File: src/sv/pgg_pkg.sv
`timescale 1ns / 1ps
// Shared types and constants for the point grid ground classifier.
// No dependencies; every other file depends on this package.
package pgg_pkg;

	localparam int CoordW = 19;
	localparam int BandW = 17;
	localparam int RangeW = 17;
	localparam int CellSzW = 16;
	localparam int QIdxW = 14;
	localparam int PtsW = 16;
	localparam int CfgIdxW = 4;
	localparam int CfgDataW = 19;
	// Offsets inside the window lie in (0, 2*half_range).
	localparam int OffW = RangeW + 1;
	localparam int WideW = CoordW + 2;

	typedef enum logic [1:0] {
		CMD_CLEAR = 2'd0,
		CMD_ADD   = 2'd1,
		CMD_QUERY = 2'd2,
		CMD_NOP   = 2'd3
	} cmd_t;

	typedef enum logic [CfgIdxW-1:0] {
		REG_CENTER_X      = 4'd0,
		REG_CENTER_Y      = 4'd1,
		REG_CENTER_Z      = 4'd2,
		REG_BAND_TOP      = 4'd3,
		REG_BAND_BOTTOM   = 4'd4,
		REG_HALF_RANGE    = 4'd5,
		REG_CELL_SIZE     = 4'd6,
		REG_ORIGIN_CORNER = 4'd7
	} reg_idx_t;

	localparam logic signed [BandW-1:0] BandTopRst = 17'sd1300;
	localparam logic signed [BandW-1:0] BandBotRst = -17'sd1600;
	localparam logic [RangeW-1:0] HalfRangeRst = 17'd10000;
	localparam logic [CellSzW-1:0] CellSizeRst = 16'd200;

	typedef enum logic [8:0] {
		ST_CLR  = 9'b000000001,
		ST_IDLE = 9'b000000010,
		ST_DIVS = 9'b000000100,
		ST_DIVX = 9'b000001000,
		ST_DIVY = 9'b000010000,
		ST_MUL  = 9'b000100000,
		ST_RD   = 9'b001000000,
		ST_UPD  = 9'b010000000,
		ST_DONE = 9'b100000000
	} state_t;

	typedef struct packed {
		logic [QIdxW-1:0] cell_index;
		logic             inside_res;
		logic             cell_is_ground;
		logic [PtsW-1:0]  cell_points;
		logic             status;
	} result_t;

	typedef struct packed {
		logic start;
		logic done;
	} div_ctl_t;

endpackage

File: src/sv/pgg_div.sv
`timescale 1ns / 1ps
// Shared restoring divider, one quotient bit per cycle.
// Depends on pgg_pkg.
module pgg_div #(
	parameter int N = 18,
	parameter int D = 16
) (
	input  logic         clk,
	input  logic         arst_n,
	output pgg_pkg::div_ctl_t ctl_o,
	input  logic         start,
	input  logic [N-1:0] dividend,
	input  logic [D-1:0] divisor,
	output logic [N-1:0] quotient
);
	import pgg_pkg::*;

	localparam int CntW = $clog2(N + 1);

	logic [N-1:0]    quo_q;
	logic [D-1:0]    rem_q;
	logic [D-1:0]    dsr_q;
	logic [CntW-1:0] cnt_q;
	logic            busy_q;
	logic            done_q;
	logic [D:0]      rem_sh;
	logic [D:0]      diff;
	logic            fits;

	assign rem_sh = {rem_q, quo_q[N-1]};
	assign diff = rem_sh - {1'b0, dsr_q};
	assign fits = rem_sh >= {1'b0, dsr_q};

	always_ff @(posedge clk or negedge arst_n) begin
		if (!arst_n) begin
			busy_q <= 1'b0;
			done_q <= 1'b0;
			cnt_q <= '0;
		end else begin
			done_q <= 1'b0;
			if (start) begin
				busy_q <= 1'b1;
				cnt_q <= CntW'(N);
			end else if (busy_q) begin
				cnt_q <= cnt_q - 1'b1;
				if (cnt_q == CntW'(1)) begin
					busy_q <= 1'b0;
					done_q <= 1'b1;
				end
			end
		end
	end

	always_ff @(posedge clk) begin
		if (start) begin
			quo_q <= dividend;
			rem_q <= '0;
			dsr_q <= (divisor == '0) ? D'(1) : divisor;
		end else if (busy_q) begin
			quo_q <= {quo_q[N-2:0], fits};
			rem_q <= fits ? diff[D-1:0] : rem_sh[D-1:0];
		end
	end

	assign quotient = quo_q;
	assign ctl_o.start = start;
	assign ctl_o.done = done_q;
endmodule

File: config.mk
export PLATFORM = sky130hd
export DESIGN_NAME = pgg_div
export DESIGN_NICKNAME = d
export VERILOG_FILES = /design/src/sv/pgg_pkg.sv /design/src/sv/pgg_div.sv
export SDC_FILE = /design/constraint.sdc
export NUM_CORES = 1
export LEC_CHECK = 0
export BUFFER_PORTS_ARGS = -buffer_cell sky130_fd_sc_hd__buf_4
export CAP_MARGIN = 20
export CORE_MARGIN = 4
export CORE_UTILIZATION = 50
export DETAILED_ROUTE_END_ITERATION = 10
export PLACE_DENSITY_LB_ADDON = 0.2
export SYNTH_ARGS = -nofsm -noshare
export SYNTH_HDL_FRONTEND = slang
export SYNTH_SLANG_ARGS = --single-unit
export TNS_END_PERCENT = 5
File: constraint.sdc
create_clock -name clk -period 2.2 [get_ports clk]
set_input_delay 0.44 -clock clk [delete_from_list [all_inputs] [get_ports clk]]
set_output_delay 0.44 -clock clk [all_outputs]
set_load 0.05 [all_outputs]
==> impl_metrics.toml <==
[clocking]
h-tree-depth = 3
ctsLongestPathBuffers = 2
clk_pin_slew_ns = 0.07
cts_sinks = 57
clk_latency_ns = 0.34
root_buffer = "clkbuf_8"
cts_tree = "done"
cts_buffers = 9

[outcome]
violations = "negative setup slack"
outcome = "finished with violations"

[floorplan]
row_count = 28
die-area_sq_um = 7720
die_w_microns = 87.9
start_util_pct = 52.6
placeableCoreArea_sq_um = 6060
die_y_microns = 87.9
io_pins = 57

[synth]
ys_types = 52
ys_top_cells_by_area = "edfxtp_1 (32%), dfxtp_1 (10%), ha_1 (7.1%), dfrtp_1 (5.5%), mux2_1 (3.9%)"
ys_warn_count = 0
synth.top_cell.area_share_pct = 32.0
avgSynthCellArea_sq_um = 10.7
synth.ff_latch_count = 57
synth_ff_type = "edfxtp_1"
ys_seq_area_share_pct = 47.6
syn_nets = 354
synthesis.instances = 298
async_flop_share_pct = 12.3
yosys.area.top_type = "edfxtp_1"
synth_edf_count = 34
synthesis.area_sq_um = 3190

[timing]
rsz0062_at_grt = "true"
fin_crit_sh_pct = 112
fin_skew_ns = 0.0130
setup_ws_ns = -0.254
worst_slew_pin_slew_ns = 0.397
slew-limit-headroom_pct = 73.4
timing.fmax_mhz = 407
hold_viol_final = 0
finalMaxSlewViolations = 0
setup_viol = 17
holdWs_ns = 0.282
min_period_ns = 2.45

[final_layout]
drive_gt1_share_pct = 37.4
syn_to_final_growth_pct = 36.3
final_cell_area_sq_um = 4350
final_util_pct = 71.7
n_antenna_cell = 0
fin_nets = 436

[global_routing]
grt.met2_usage_pct = 34.9
top_usage_layer = "met2"
met3_usage_pct = 4.52
grt_max_degree = 34
grt_use_met1_pct = 28.0
grt_pass1_vias = 2565
grtUsageTotal_pct = 21.5
grt_first_pass_wirelength_microns = 12600
antenna_found_initial = 0
grt_overflow = 0

[pwr]
combPwrFrac_pct = 51.2
p_int_w = 0.00346
clkPwrFrac_pct = 20.2
power_w = 0.00540
swShare_pct = 35.8
powerDensity_nw_per_um2 = 1240
ir_worst_vdd_mv = 0.913
p_leak_nw = 1.91
switchingPower_w = 0.00193
seqPwrFrac_pct = 28.6

[critical_path]
cpLargestDelayFamily = "compound AO/OA/AOI/OAI gates"
critPathKind = "reg2reg"
cp_max_fo = 5
worstPathCellList = "inv_1 > ha_1 > nand2b_4 > a21oi_4 > o2111ai_2 > o221a_4 > o21ai_4 > buf_6 > buf_12 > mux2i_1 > o21ai_1"
cp-end-kind = "flop"
cp_slowest_cell = "edfxtp_1"
cpPeakStageDelay_ns = 0.40
worst_ep_arrival_time_ns = 2.66
setup.worst_path.start_class = "flop"
crit_required_ns = 2.40
cp.buffers_inverters = 3

[detailed_routing]
routed_wl_microns = 7610
antenna_left = 0
num_vias = 2563
dr.pass1.iters = 4
drc = 0
first_iter_violations = 152
drt-vias-per-instance = 5.57
wl_per_cell_microns = 16.5

[place]
io_buffers = 56
post-place-ws_ns = -0.201
hpwl_microns = 5180
place_area_sq_um = 3870
gp_congestion = 0.929

[hold_path]
hold_path.class = "in2reg"

[job]
max_cap_viol_count = 0
[kinds of logic after synthesis]
kind of cell | synth area share, %
multiplexers | 10.6
flip-flops | 47.6
AND/OR/NAND/NOR | 10.8
adder cells (fa/ha/maj) | 7.69
AO/OA/AOI/OAI | 12.2
XOR/XNOR | 4.67
buffers and inverters | 6.40
[synth_stat cells (2+ instances only)]
master / number
edfxtp_1: 34
clkbuf_1: 23
inv_1: 23
nand2_1: 23
ha_1: 18
dfxtp_1: 16
nor2_1: 14
mux2i_1: 12
mux2_1: 11
xnor2_1: 10
a21oi_1: 8
o21ai_1: 8
a211oi_1: 7
dfrtp_1: 7
mux2_2: 7
o21ai_0: 7
xor2_1: 7
nor4_1: 6
nand2b_1: 5
nand3_1: 5
nand4_1: 4
nor2b_1: 4
o31ai_1: 3
a21boi_1: 2
a21o_1: 2
buf_4: 2
nor3_1: 2
o21ai_2: 2
o311a_1: 2
or2_2: 2
[routing by layer]
metal | up-vias | share of wire [%] | routed length (microns)
met5 | - | 0 | 0
met4 | 0 | 1.9 | 147
met3 | 15 | 6.3 | 482
met2 | 89 | 49 | 3750
met1 | 1235 | 42 | 3230
li1 | 1224 | - | -
[sequential cells by signal (all words and copies together) (netlist names)]
register,cells
busy_q,1
dsr_q,16
quotient,18
cnt_q,5
done_q,1
rem_q,16
[worst reg2reg max path: stages (launching register included)]
cell,delay (ns)
edfxtp_1,0.40
inv_1,0.07
ha_1,0.36
nand2b_4,0.08
a21oi_4,0.18
o2111ai_2,0.17
o221a_4,0.26
o21ai_4,0.18
buf_6,0.16
buf_12,0.12
mux2i_1,0.24
o21ai_1,0.10
[cell usage in the layout, fill, tap and decap left out, types with 2 or more instances in the layout]
| cell | count |
|---|---|
| ha_1 | 14 |
| nor3_1 | 2 |
| inv_2 | 2 |
| buf_12 | 3 |
| buf_4 | 89 |
| buf_16 | 3 |
| mux2_1 | 11 |
| ha_4 | 3 |
| nor2b_1 | 4 |
| clkbuf_8 | 10 |
| a21o_1 | 2 |
| nor2_1 | 14 |
| nand4_1 | 4 |
| a21oi_1 | 7 |
| edfxtp_1 | 34 |
| mux2_4 | 2 |
| nand2b_1 | 4 |
| nand3_1 | 5 |
| nand2_1 | 23 |
| mux2i_1 | 11 |
| inv_1 | 21 |
| or2_2 | 2 |
| nor4_2 | 2 |
| dfxtp_1 | 16 |
| bufinv_16 | 2 |
| dfrtp_1 | 7 |
| xnor2_1 | 10 |
| o21ai_1 | 8 |
| buf_6 | 2 |
| mux2_2 | 6 |
| nor4_1 | 4 |
| a211oi_1 | 6 |
| o311a_1 | 2 |
| o31ai_2 | 2 |
| xor2_1 | 7 |
| o21ai_0 | 7 |
| clkinvlp_4 | 2 |
[final cells by class]
cell class | instances | area [sq um]
Fill cell | 418 | 1710
Sequential cell | 57 | 1520
Multi-Input combinational cell | 191 | 1590
Clock buffer | 11 | 141
Clock inverter | 5 | 80.1
Timing Repair Buffer | 98 | 843
Inverter | 23 | 86.3
Tap cell | 75 | 93.8
[metrics by stage]
stage | setup TNS [ns] | std cells
finish | -2.68 | 460
global route | -4.26 | 460
CTS | -0.964 | 459
detailed placement | -2.25 | 434
global placement | -1.28 | 434
floorplan | -2.86 | 298
[power groups by stage]
stage / Combinational [W] / Clock, W / Sequential (W)
2_1_floorplan: 0.00135 / 0 / 0.00168
3_3_place_gp: 0.00215 / 0 / 0.00153
3_5_place_dp: 0.00217 / 0 / 0.00154
4_1_cts: 0.00264 / 0.00110 / 0.00153
5_1_grt: 0.00295 / 0.00115 / 0.00157
6_report: 0.00276 / 0.00109 / 0.00154
[worst paths after layout]
check	slack (ns)	depth (start not counted)	start	endpoint
max	-0.25	11	dsr_q[1]$_SDFFCE_PN0P_	rem_q[10]$_SDFFE_PP0P_
min	0.28	1	divisor[6]	dsr_q[6]$_SDFFCE_PN0P_
max reg2reg	-0.25	11	dsr_q[1]$_SDFFCE_PN0P_	rem_q[10]$_SDFFE_PP0P_
min reg2reg	0.49	2	rem_q[13]$_SDFFE_PP0P_	rem_q[13]$_SDFFE_PP0P_
max in group asynchronous	1.64	2	arst_n	busy_q$_DFF_PN0_
min in group asynchronous	0.43	2	arst_n	cnt_q[2]$_DFFE_PN0P_
[what timing repair did]
| item | 4_1_cts | 5_1_grt |
|---|---|---|
| cloned | 3 | 0 |
| gates resized for setup | 16 | 7 |
| endpoints found under the setup margin | 17 | 17 |
| pin swaps | 14 | 2 |
| hold buffers | 1 | 0 |
| hold endpoints to repair | 7 | 0 |
| setup buffers | 5 | 1 |
Power figures use the tool's default switching activity.
